## src/hdl/lnac_pkg.sv

```systemverilog
// Shared types, constants and helpers for the noise audio channel.
`default_nettype none

package lnac_pkg;

   localparam int unsigned BASE_ADDRESS_DEFAULT = 65312;

   localparam int unsigned CMD_W     = 3;
   localparam int unsigned ADDR_W    = 16;
   localparam int unsigned BYTE_W    = 8;
   localparam int unsigned LEVEL_W   = 4;
   localparam int unsigned LFSR_W    = 16;
   localparam int unsigned ACC_W     = 24;
   localparam int unsigned PERIOD_W  = 22;
   localparam int unsigned ENVCNT_W  = 3;

   localparam logic [LFSR_W-1:0]  LFSR_SEED     = 16'hFFFF;
   localparam logic [ACC_W-1:0]   ACC_MAX       = 24'hFFFFFF;
   localparam logic [BYTE_W:0]    LENGTH_LIMIT  = 9'd64;
   localparam logic [LEVEL_W-1:0] LEVEL_MAX     = 4'd15;

   typedef enum logic [CMD_W-1:0] {
      CMD_WRITE    = 3'd0,
      CMD_READ     = 3'd1,
      CMD_CYCLES   = 3'd2,
      CMD_LEN_TICK = 3'd3,
      CMD_ENV_TICK = 3'd4
   } cmd_type;

   typedef enum logic [1:0] {
      REG_LENGTH    = 2'd0,
      REG_ENVELOPE  = 2'd1,
      REG_FREQUENCY = 2'd2,
      REG_CONTROL   = 2'd3
   } reg_offset_type;

   localparam logic [6:0] DIVISOR_TABLE [8] = '{
      7'd8, 7'd16, 7'd32, 7'd48, 7'd64, 7'd80, 7'd96, 7'd112
   };

   // Divisor scaled by the shift field of the frequency register.
   function automatic logic [PERIOD_W-1:0] lfsr_period(input logic [BYTE_W-1:0] freq);
      logic [PERIOD_W-1:0] base;
      base = PERIOD_W'(DIVISOR_TABLE[freq[2:0]]);
      return base << freq[7:4];
   endfunction

endpackage

`default_nettype wire

```

## src/hdl/lfsr_noise_audio_channel.sv

```systemverilog
// Noise audio channel: register file, LFSR clocking, length and envelope logic.
`default_nettype none

//  channel | ports      | tdata (lsb first)                      | tuser
//  --------+------------+----------------------------------------+-------------
//  input   | req_*      | address[15:0] write_data[7:0] cycles[7:0] | command[2:0]
//  result  | rsp_*      | sample[3:0] read_data[7:0] claimed channel_on | -
//
//  One transfer in per cycle, one result out per cycle, sustained while the
//  result is not stalled. An item is held in the input register and is applied
//  to the channel state as it moves into the result register.
//  Synchronous active-high reset initialises the channel state and empties both stages.
//  A stalled result holds; the input register still refills while it is empty
//  or while the result stage is empty or being drained.

module lfsr_noise_audio_channel #(
   parameter int unsigned BASE_ADDRESS = lnac_pkg::BASE_ADDRESS_DEFAULT
) (
   input  wire logic                         clock,
   input  wire logic                         reset,
   input  wire logic                         req_tvalid,
   output logic                              req_tready,
   input  wire logic [31:0]                  req_tdata,  // address, write_data, cycles
   input  wire logic [lnac_pkg::CMD_W-1:0]   req_tuser,  // command
   output logic                              rsp_tvalid,
   input  wire logic                         rsp_tready,
   output logic [15:0]                       rsp_tdata   // sample, read_data, claimed,
                                                         // channel_on, 2'b0
);
   import lnac_pkg::*;

   localparam logic [ADDR_W-1:0] BASE = ADDR_W'(BASE_ADDRESS);

   // ---- input stage ----
   logic                 in_valid_ff, in_valid_in;
   logic [CMD_W-1:0]     cmd_ff;
   logic [ADDR_W-1:0]    addr_ff;
   logic [BYTE_W-1:0]    wdata_ff;
   logic [BYTE_W-1:0]    cycles_ff;

   // ---- result stage ----
   logic                 out_valid_ff, out_valid_in;
   logic [LEVEL_W-1:0]   sample_ff, sample_in;
   logic [BYTE_W-1:0]    rdata_ff, rdata_in;
   logic                 claimed_ff, claimed_in;

   // ---- channel state ----
   logic [LFSR_W-1:0]    lfsr_ff, lfsr_in;
   logic                 enabled_ff, enabled_in;
   logic [LEVEL_W-1:0]   level_ff, level_in;
   logic                 env_active_ff, env_active_in;
   logic [ENVCNT_W-1:0]  env_cnt_ff, env_cnt_in;
   logic [BYTE_W-1:0]    len_cnt_ff, len_cnt_in;
   logic [ACC_W-1:0]     acc_ff, acc_in;
   logic [BYTE_W-1:0]    env_reg_ff, env_reg_in;
   logic [PERIOD_W-1:0]  period_ff, period_in;   // decoded from frequency register
   logic                 short_mode_ff, short_mode_in; // frequency bit 3
   logic                 len_en_ff, len_en_in;   // control bit 6

   logic                 advance;

   // item moves into the result stage when that stage is free or draining
   assign advance     = in_valid_ff && (!out_valid_ff || rsp_tready);
   assign req_tready  = !in_valid_ff || advance;
   assign in_valid_in = req_tready ? req_tvalid : in_valid_ff;
   assign out_valid_in = advance ? 1'b1 : (out_valid_ff && !rsp_tready);

   // ---- item processing ----
   logic [ADDR_W-1:0]    offset;
   logic                 reg_hit;
   logic [ACC_W:0]       acc_sum;
   logic [ACC_W-1:0]     acc_sat;
   logic [ACC_W:0]       acc_diff;
   logic                 lfsr_fb;
   logic [LFSR_W-1:0]    lfsr_step;
   logic [BYTE_W:0]      len_next;
   logic [ENVCNT_W-1:0]  env_cnt_inc;
   logic [ENVCNT_W-1:0]  pace;

   always_comb begin
      offset   = addr_ff - BASE;
      reg_hit  = (offset[ADDR_W-1:2] == '0);

      acc_sum  = {1'b0, acc_ff} + (ACC_W+1)'(cycles_ff);
      acc_sat  = acc_sum[ACC_W] ? ACC_MAX : acc_sum[ACC_W-1:0];
      acc_diff = {1'b0, acc_sat} - (ACC_W+1)'(period_ff);

      // feedback into bit 14 (and bit 6 in short mode) after the shift
      lfsr_fb   = lfsr_ff[0] ^ lfsr_ff[1];
      lfsr_step = {1'b0, lfsr_fb, lfsr_ff[14:1]};
      if (short_mode_ff) begin
         lfsr_step[6] = lfsr_fb;
      end

      len_next    = {1'b0, len_cnt_ff} + 9'd1;
      env_cnt_inc = env_cnt_ff + 3'd1;
      pace        = env_reg_ff[2:0];

      lfsr_in       = lfsr_ff;
      enabled_in    = enabled_ff;
      level_in      = level_ff;
      env_active_in = env_active_ff;
      env_cnt_in    = env_cnt_ff;
      len_cnt_in    = len_cnt_ff;
      acc_in        = acc_ff;
      env_reg_in    = env_reg_ff;
      period_in     = period_ff;
      short_mode_in = short_mode_ff;
      len_en_in     = len_en_ff;
      rdata_in      = '0;
      claimed_in    = 1'b0;

      case (cmd_type'(cmd_ff))
         CMD_WRITE: begin
            if (reg_hit) begin
               case (reg_offset_type'(offset[1:0]))
                  REG_LENGTH: begin
                     len_cnt_in = wdata_ff;
                     claimed_in = 1'b1;
                  end
                  REG_ENVELOPE: begin
                     env_reg_in = wdata_ff;
                  end
                  REG_FREQUENCY: begin
                     period_in     = lfsr_period(wdata_ff);
                     short_mode_in = wdata_ff[3];
                  end
                  REG_CONTROL: begin
                     len_en_in  = wdata_ff[6];
                     claimed_in = 1'b1;
                     if (wdata_ff[7]) begin
                        // trigger
                        enabled_in    = 1'b1;
                        level_in      = env_reg_ff[7:4];
                        env_active_in = 1'b1;
                        lfsr_in       = LFSR_SEED;
                     end
                  end
                  default: begin
                  end
               endcase
            end
         end
         CMD_READ: begin
            if (reg_hit && (reg_offset_type'(offset[1:0]) == REG_CONTROL)) begin
               rdata_in   = {1'b0, len_en_ff, 6'b0};
               claimed_in = 1'b1;
            end
         end
         CMD_CYCLES: begin
            if (enabled_ff) begin
               if (!acc_diff[ACC_W]) begin
                  acc_in  = acc_diff[ACC_W-1:0];
                  lfsr_in = lfsr_step;
               end else begin
                  acc_in  = acc_sat;
               end
            end
         end
         CMD_LEN_TICK: begin
            if (len_en_ff) begin
               if (len_next >= LENGTH_LIMIT) begin
                  len_cnt_in = '0;
                  enabled_in = 1'b0;
               end else begin
                  len_cnt_in = len_next[BYTE_W-1:0];
               end
            end
         end
         CMD_ENV_TICK: begin
            if (env_reg_ff[7:3] == '0) begin
               enabled_in = 1'b0;
            end else if (env_cnt_inc < pace) begin
               env_cnt_in = env_cnt_inc;
            end else if ((pace == '0) || !env_active_ff) begin
               env_cnt_in = '0;
            end else begin
               env_cnt_in = env_cnt_inc - pace;
               if (env_reg_ff[3]) begin
                  if (level_ff == LEVEL_MAX) begin
                     env_active_in = 1'b0;
                  end else begin
                     level_in = level_ff + 4'd1;
                  end
               end else begin
                  if (level_ff == '0) begin
                     env_active_in = 1'b0;
                  end else begin
                     level_in = level_ff - 4'd1;
                  end
               end
            end
         end
         default: begin
         end
      endcase

      sample_in = (enabled_in && !lfsr_in[0]) ? level_in : '0;
   end

   // ---- registers ----
   always_ff @(posedge clock) begin
      if (reset) begin
         in_valid_ff   <= 1'b0;
         out_valid_ff  <= 1'b0;
         lfsr_ff       <= LFSR_SEED;
         enabled_ff    <= 1'b0;
         level_ff      <= '0;
         env_active_ff <= 1'b0;
         env_cnt_ff    <= '0;
         len_cnt_ff    <= '0;
         acc_ff        <= '0;
         env_reg_ff    <= '0;
         period_ff     <= lfsr_period('0);
         short_mode_ff <= 1'b0;
         len_en_ff     <= 1'b0;
      end else begin
         in_valid_ff  <= in_valid_in;
         out_valid_ff <= out_valid_in;
         if (advance) begin
            lfsr_ff       <= lfsr_in;
            enabled_ff    <= enabled_in;
            level_ff      <= level_in;
            env_active_ff <= env_active_in;
            env_cnt_ff    <= env_cnt_in;
            len_cnt_ff    <= len_cnt_in;
            acc_ff        <= acc_in;
            env_reg_ff    <= env_reg_in;
            period_ff     <= period_in;
            short_mode_ff <= short_mode_in;
            len_en_ff     <= len_en_in;
         end
      end
   end

   // payload registers
   always_ff @(posedge clock) begin
      if (req_tready && req_tvalid) begin
         cmd_ff    <= req_tuser;
         addr_ff   <= req_tdata[15:0];
         wdata_ff  <= req_tdata[23:16];
         cycles_ff <= req_tdata[31:24];
      end
      if (advance) begin
         sample_ff  <= sample_in;
         rdata_ff   <= rdata_in;
         claimed_ff <= claimed_in;
      end
   end

   logic chan_on_ff;
   always_ff @(posedge clock) begin
      if (advance) begin
         chan_on_ff <= enabled_in;
      end
   end

   assign rsp_tvalid = out_valid_ff;
   assign rsp_tdata  = {2'b00, chan_on_ff, claimed_ff, rdata_ff, sample_ff};

   // ---- checks ----
   a_sample_needs_on: assert property (@(posedge clock) disable iff (reset)
      (rsp_tvalid && (rsp_tdata[3:0] != '0)) |-> rsp_tdata[13])
      else $error("sample nonzero while channel off");

   a_read_needs_claim: assert property (@(posedge clock) disable iff (reset)
      (rsp_tvalid && (rsp_tdata[11:4] != '0)) |-> rsp_tdata[12])
      else $error("read data without claim");

   a_acc_idle_when_off: assert property (@(posedge clock) disable iff (reset)
      !enabled_ff |=> $stable(acc_ff))
      else $error("accumulator moved while channel off");

   a_sample_follows_state: assert property (@(posedge clock) disable iff (reset)
      advance |=> (sample_ff == ((enabled_ff && !lfsr_ff[0]) ? level_ff : '0)))
      else $error("result sample disagrees with channel state");

endmodule

`default_nettype wire
```

## config.mk

```make
export PLATFORM = sky130hd
export DESIGN_NAME = lfsr_noise_audio_channel
export DESIGN_NICKNAME = d
export VERILOG_FILES = /design/src/hdl/lnac_pkg.sv /design/src/hdl/lfsr_noise_audio_channel.sv
export SDC_FILE = /design/constraint.sdc
export NUM_CORES = 1
export LEC_CHECK = 0
export BUFFER_PORTS_ARGS = -buffer_cell sky130_fd_sc_hd__buf_4
export CAP_MARGIN = 10
export CORE_ASPECT_RATIO = 1.4
export CORE_UTILIZATION = 50
export CTS_BUF_LIST = sky130_fd_sc_hd__clkbuf_4 sky130_fd_sc_hd__clkbuf_8
export DETAILED_ROUTE_END_ITERATION = 16
export GPL_ROUTABILITY_DRIVEN = 1
export PLACE_DENSITY = 0.64
export SETUP_SLACK_MARGIN = 0.02
export SLEW_MARGIN = 20
export SYNTH_ARGS = -nofsm -noshare
export SYNTH_HDL_FRONTEND = slang
export SYNTH_SLANG_ARGS = --single-unit
```

## constraint.sdc

```tcl
create_clock -name clock -period 8.1 [get_ports clock]
set_input_delay 0.405 -clock clock [delete_from_list [all_inputs] [get_ports clock]]
set_output_delay 0.405 -clock clock [all_outputs]
set_load 0.01 [all_outputs]
```

== Yosys cells after proc, flatten, opt, wreduce, memory -nomap -nowiden ==
Memory sizes are Yosys's and may differ from the RTL's.
Cells that the tools add are included.
Widths: inputs -> output; s select.

* Memory bits (read-only): 56
* Memories kept: 1
* Logic and storage cells: 141
* Register bits: 139
* Output and inout port bits: 18

* Bitwise gates (word level): 3
* Muxes and demuxes: 50
* Order comparisons: 3
* Add/sub/neg operators: 8
* Reductions and logical operators: 32
* Shifts and indexed selects: 1
* Equal/unequal tests: 20

{| class="wikitable"
|+ Memories
! memory !! words !! bits a word !! rd ports !! clocked after Yosys merged registers in !! wr ports !! line !! text
|-
| (no name shown) || 8 || 7 || 1 || 0 || 0 || lnac_pkg.sv:44 || <nowiki>base = PERIOD_W'(DIVISOR_TABLE[freq[2:0]]);</nowiki>
|}

{| class="wikitable"
|+ Operators with widths
! kind !! number
|-
| $mux 15 || 5
|-
| $mux 24 || 2
|-
| $mux 4 || 9
|-
| $mux 8 || 4
|-
| $pmux 15 s2 || 1
|-
| $add 24x8->25 || 1
|-
| $sub 24x22->25 || 1
|-
| $shl 7x4->22 || 1
|-
| $mux 1 || 20
|-
| $ne 2x2->1 const B || 9
|-
| $pmux 8 s2 || 1
|-
| $sub 16x16->16 const B || 1
|-
| $logic_not 14->1 || 1
|-
| $mux 7 || 2
|-
| $reduce_and 4->1 || 3
|-
| $reduce_and 10->1 || 1
|-
| $add 8x1->9 const B || 1
|-
| $ge 9x7->1 const B || 1
|-
| $pmux 4 s2 || 1
|-
| $reduce_and 7->1 || 1
|-
| $eq 3x2->1 const B || 2
|-
| $logic_not 3->1 || 2
|-
| $mux 3 || 2
|-
| $ne 3x3->1 const B || 2
|-
| 28 further kinds || 43
|}

== Depth between registers and ports, before layout ==
* Depth after elaboration: 8
* Gate-level depth with buffers: 21
* Mapped depth without buffers: 18

== Least setup slack after synthesis ==
Ideal clock, no wire load.

* Path type: register to register
* Start: register cycles_ff[0]
* End: register acc_ff[23]
* Cell stages (with the launch flop): 20
* Buffers on the path: 2
* Arrival time: 4.471 ns
* Period minus slack after synthesis: 4.595 ns
* Data required time: 7.976 ns
* Path slack: 3.505 ns
* Cell sequence: edfxtp_1 -> ha_1 -> fa_1 -> a211oi_2 -> o211ai_2 -> and2_1 -> buf_6 -> nand3b_1 -> clkbuf_1 -> nand2_1 -> ha_1 -> a21o_1 -> a221oi_1 -> nor2_1 -> a21oi_2 -> a211oi_1 -> or3_1 -> or4_1 -> o21ai_0 -> nor3_1

* Word-level cells in the longest chain between the ends: 4

{| class="wikitable"
|+ RTL lines
! item !! line !! text
|-
| start, declared || lfsr_noise_audio_channel.sv:39 || <nowiki>logic [BYTE_W-1:0] cycles_ff;</nowiki>
|-
| start signal, assigned || lfsr_noise_audio_channel.sv:242 || <nowiki>cycles_ff <= req_tdata[31:24];</nowiki>
|-
| $add 24x8->25 (*) || lfsr_noise_audio_channel.sv:84 || <nowiki>acc_sum = {1'b0, acc_ff} + (ACC_W+1)'(cycles_ff);</nowiki>
|-
| $mux 24 (*) || lfsr_noise_audio_channel.sv:85 || <nowiki>acc_sat = acc_sum[ACC_W] ? ACC_MAX : acc_sum[ACC_W-1:0];</nowiki>
|-
| $sub 24x22->25 || lfsr_noise_audio_channel.sv:86 || <nowiki>acc_diff = {1'b0, acc_sat} - (ACC_W+1)'(period_ff);</nowiki>
|-
| $mux 24 (*) || lfsr_noise_audio_channel.sv:152 || <nowiki>if (!acc_diff[ACC_W]) begin</nowiki>
|-
| end signal, assigned || lfsr_noise_audio_channel.sv:227 || <nowiki>acc_ff <= acc_in;</nowiki>
|-
| end, declared || lfsr_noise_audio_channel.sv:54 || <nowiki>logic [ACC_W-1:0] acc_ff, acc_in;</nowiki>
|}

Mark *: on every way between the ends. The rest lies on a longest branch, timed or not.
A chain may end at the register's enable or synchronous reset.

== Final worst setup path ==
* Start: register cycles_ff[0]
* End: register sample_ff[2] (data pin)

* Word-level cells in the longest chain between the ends: 8

{| class="wikitable"
|+ RTL lines
! item !! line !! text
|-
| $add 24x8->25 || lfsr_noise_audio_channel.sv:84 ||
|-
| $mux 24 || lfsr_noise_audio_channel.sv:85 ||
|-
| $sub 24x22->25 || lfsr_noise_audio_channel.sv:86 ||
|-
| $mux 15 || lfsr_noise_audio_channel.sv:152 ||
|-
| $mux 15 || lfsr_noise_audio_channel.sv:151 || <nowiki>if (enabled_ff) begin</nowiki>
|-
| $pmux 15 s2 || lfsr_noise_audio_channel.sv:113 || <nowiki>case (cmd_type'(cmd_ff))</nowiki>
|-
| $logic_not 1->1 || lfsr_noise_audio_channel.sv:198 || <nowiki>sample_in = (enabled_in && !lfsr_in[0]) ? level_in : '0;</nowiki>
|-
| $logic_and 1x1->1 || lfsr_noise_audio_channel.sv:198 ||
|-
| end signal, assigned || lfsr_noise_audio_channel.sv:245 || <nowiki>sample_ff <= sample_in;</nowiki>
|-
| end, declared || lfsr_noise_audio_channel.sv:43 || <nowiki>logic [LEVEL_W-1:0] sample_ff, sample_in;</nowiki>
|}

Every way passes these cells. The select of a mux whose other input is x is not followed.

==> flow_summary.ini <==
[clock_network]
clkTransAtPathRegs_ns = 0.09
root_buffer = clkbuf_8
h-tree-depth = 4
cts_tree = built
clk_latency_ns = 0.46
cts_max_path_buffers = 2
hold_buffers = 0
cts.sinks = 129
cts_setup_buffers = 0
numCtsBuffers = 17
cts-resized-gates = 0

[routing]
vias = 6580
drt_iter0_markers = 395
drt_pass1_iterations = 5
vias_per_cell = 5.81
drc_errors = 0
ant_nets = 0
wl_per_cell_um = 16.4
wl_mm = 18.6

[power_and_ir_drop]
p_per_area_mw_per_mm2 = 163
netSwitchingFraction_pct = 26.6
power_mw = 1.37
irDropWorstVdd_mv = 0.132
power.leakage_nw = 3.23
intPower_mw = 1.01
p_clk_share_pct = 41.6
pwr-share-seq_pct = 50.6
p_comb_share_pct = 7.8
p_switching_mw = 0.365

[worst_setup_path]
critPathSlowestCell = a211o_1
crit_required_ns = 8.39
rrSetupSlack_ns = 2.47
end_kind = register
cp_top_family = compound AO/OA/AOI/OAI gates
start_kind = register
crit_buf_inv = 0
arrival_ns = 5.92
crit_chain = ha_1, fa_1, a211oi_2, o211ai_2, and2_1, nand3b_1, nand2_1, ha_1, a21o_1, or2_0, o211ai_1, a31oi_1, a211o_1, a211o_1, nand3_1, nand3_1, a211oi_2
path_max_fanout = 23
worstSetupPathType = reg -> reg
max_stage_delay_ns = 0.61

[grt]
antenna_found_initial = 0
grt_max_degree = 49
grt-ovfl-total = 0
grt_pass1_vias = 6348
grt_usage_pct = 24.3
grt_pass1_wl_mm = 30.1

[sta]
finalHoldViolations = 0
min_period_ns = 5.63
fmax_mhz = 178
skew_ns = 0.0123
setup_viol = 0
worst_pin_slew_ns = 0.907
slew_headroom_pct = 39.5
setup_tns_ns = 0
slew_violations = 0
rsz0062_at_grt = false
fin_crit_sh_pct = 69.5

[yosys]
synth_edf_count = 42
syn_avg_cell_area_um2 = 8.48
yosysUniqueCellTypes = 68
synth_warnings = 0
ys.flop_type = dfxtp_1
syn_inst = 904
seq_area_frac_synth_pct = 39.2
synth-seq-cells = 129
synth-async-reset-ratio_pct = 0
synth_area_mm2 = 0.00767

[place]
dp_hpwl_mm = 13.7
numPortBuffers = 47
gp_congestion = 0.896

[cells_and_area]
n_antenna_cell = 0
drive_above_1_share_pct = 12.4
syn_to_final_growth_pct = 10.2
nets = 1010
multi_input_area_mm2 = 0.00427
nFillCells = 1430
seqCellArea_mm2 = 0.00300

[die]
die_w_um = 107
rows = 53
core_mm2 = 0.0150
io_pins = 57
start_util_pct = 51.2
die_area_mm2 = 0.0158
die_h_um = 149

[run_status]
status = complete, no violations

[min_path]
hp-class = in -> reg

[flow_run]
cap_violations = 0
## state kept, by name, summed over array words and instances (netlist names), 4 cells and up
register	flops
wdata_ff	8
sample_ff	4
len_cnt_ff	8
lfsr_ff	15
cycles_ff	8
addr_ff	16
level_ff	4
acc_ff	24
env_reg_ff	8
period_ff	19
## worst paths after layout
| path | start | endpoint | cells after the start |
|---|---|---|---|
| worst min-delay path | req_tdata[28] | cycles_ff[4] | 1 |
| worst max-delay path | cycles_ff[0] | sample_ff[2] | 17 |
| worst min register to register | period_ff[10] | period_ff[10] | 2 |
| worst max register to register | cycles_ff[0] | sample_ff[2] | 17 |
## metal layers
layer | vias to the layer above | global-route usage, % | wire, um
li1 | 3279 | - | -
met3 | 39 | 4.69 | 753
met5 | - | 0 | 0
met1 | 3084 | 27.4 | 7660
met2 | 178 | 43.8 | 9670
met4 | 0 | 10.8 | 464
## area by class of cell
type | count | area share (%)
clock buffer | 17 | 2.77
clock inverter | 15 | 2.04
inverter | 41 | 1.82
multi-input combinational | 689 | 50.5
sequential | 129 | 35.5
tap | 192 | 2.84
timing repair buffer | 50 | 4.44
## kinds of logic after synthesis
family | Yosys count | synth area share, %
AOI/OAI and AO/OA | 245 | 19.7
xor gates and xnor gates | 34 | 3.88
adders and majority gates | 43 | 7.21
buffers and inverters | 94 | 5.55
DFF | 129 | 39.2
muxes | 22 | 3.00
other | 1 | 0.0489
and+or+nand+nor | 336 | 21.4
## stage by stage
stage | worst slack (ns) | area [um2] | hold WS [ns] | cells | utilization [%]
finish | 2.47 | 8450 | 0.113 | 1133 | 56.4
detailed placement | 2.54 | 8040 | 0.445 | 1101 | 53.7
CTS | 2.49 | 8450 | 0.0948 | 1133 | 56.4
global placement | 2.68 | 8040 | 0.444 | 1101 | 53.7
floorplan | 3.51 | 7700 | 0.432 | 912 | -
global route | 2.00 | 8450 | 0.0833 | 1133 | 56.4
## power groups by stage
stage                     clock, mW  sequential (mW)  combinational [mW]
after floorplan                   0            0.702              0.0808
after global placement            0            0.710               0.106
after detailed placement          0            0.710               0.107
after CTS                     0.582            0.695               0.108
after global routing          0.608            0.697               0.119
final                         0.571            0.695               0.108
## cells in the mapped netlist, types with 18 or more instances
cell	instances	area, um2
a21oi_1	76	380
clkbuf_1	31	116
inv_1	41	154
a31oi_1	18	113
nor2_1	65	244
dfxtp_1	87	1740
nand2_1	113	424
xnor2_1	22	193
nor3_1	21	105
edfxtp_1	42	1260
ha_1	41	513
nand3_1	45	225
o21ai_0	56	280
o22ai_1	22	138
## cell usage in the layout (no fill, tap or decap), types with 5 or more instances in the layout
cell        n
o211ai_1    6
dfxtp_1    87
a21o_1     11
inv_1      40
o21a_1      5
or3_1       6
xnor2_1    22
o21ai_0    56
xor2_1     12
nand3_1    45
a31oi_1    18
conb_1      9
a21oi_1    76
nor2b_1     8
nor2_1     64
nand2b_1   12
o22ai_1    22
and3_1     12
clkbuf_8   17
nor3_1     21
buf_4      50
nand2_1   113
mux2i_1    14
a211oi_1    8
ha_1       41
edfxtp_1   42
nor3b_1     7
mux2_2      8
a22oi_1     6
nand4_1    10
inv_6       5
## worst reg2reg max path, cell delays in order (launching register included)
cell      delay [ns]
edfxtp_1        0.37
ha_1            0.24
fa_1            0.43
a211oi_2        0.31
o211ai_2        0.20
and2_1          0.29
nand3b_1        0.59
nand2_1         0.18
ha_1            0.40
a21o_1          0.23
or2_0           0.24
o211ai_1        0.27
a31oi_1         0.12
a211o_1         0.33
a211o_1         0.61
nand3_1         0.23
nand3_1         0.20
a211oi_2        0.21
(Power assumes the default switching activity.)
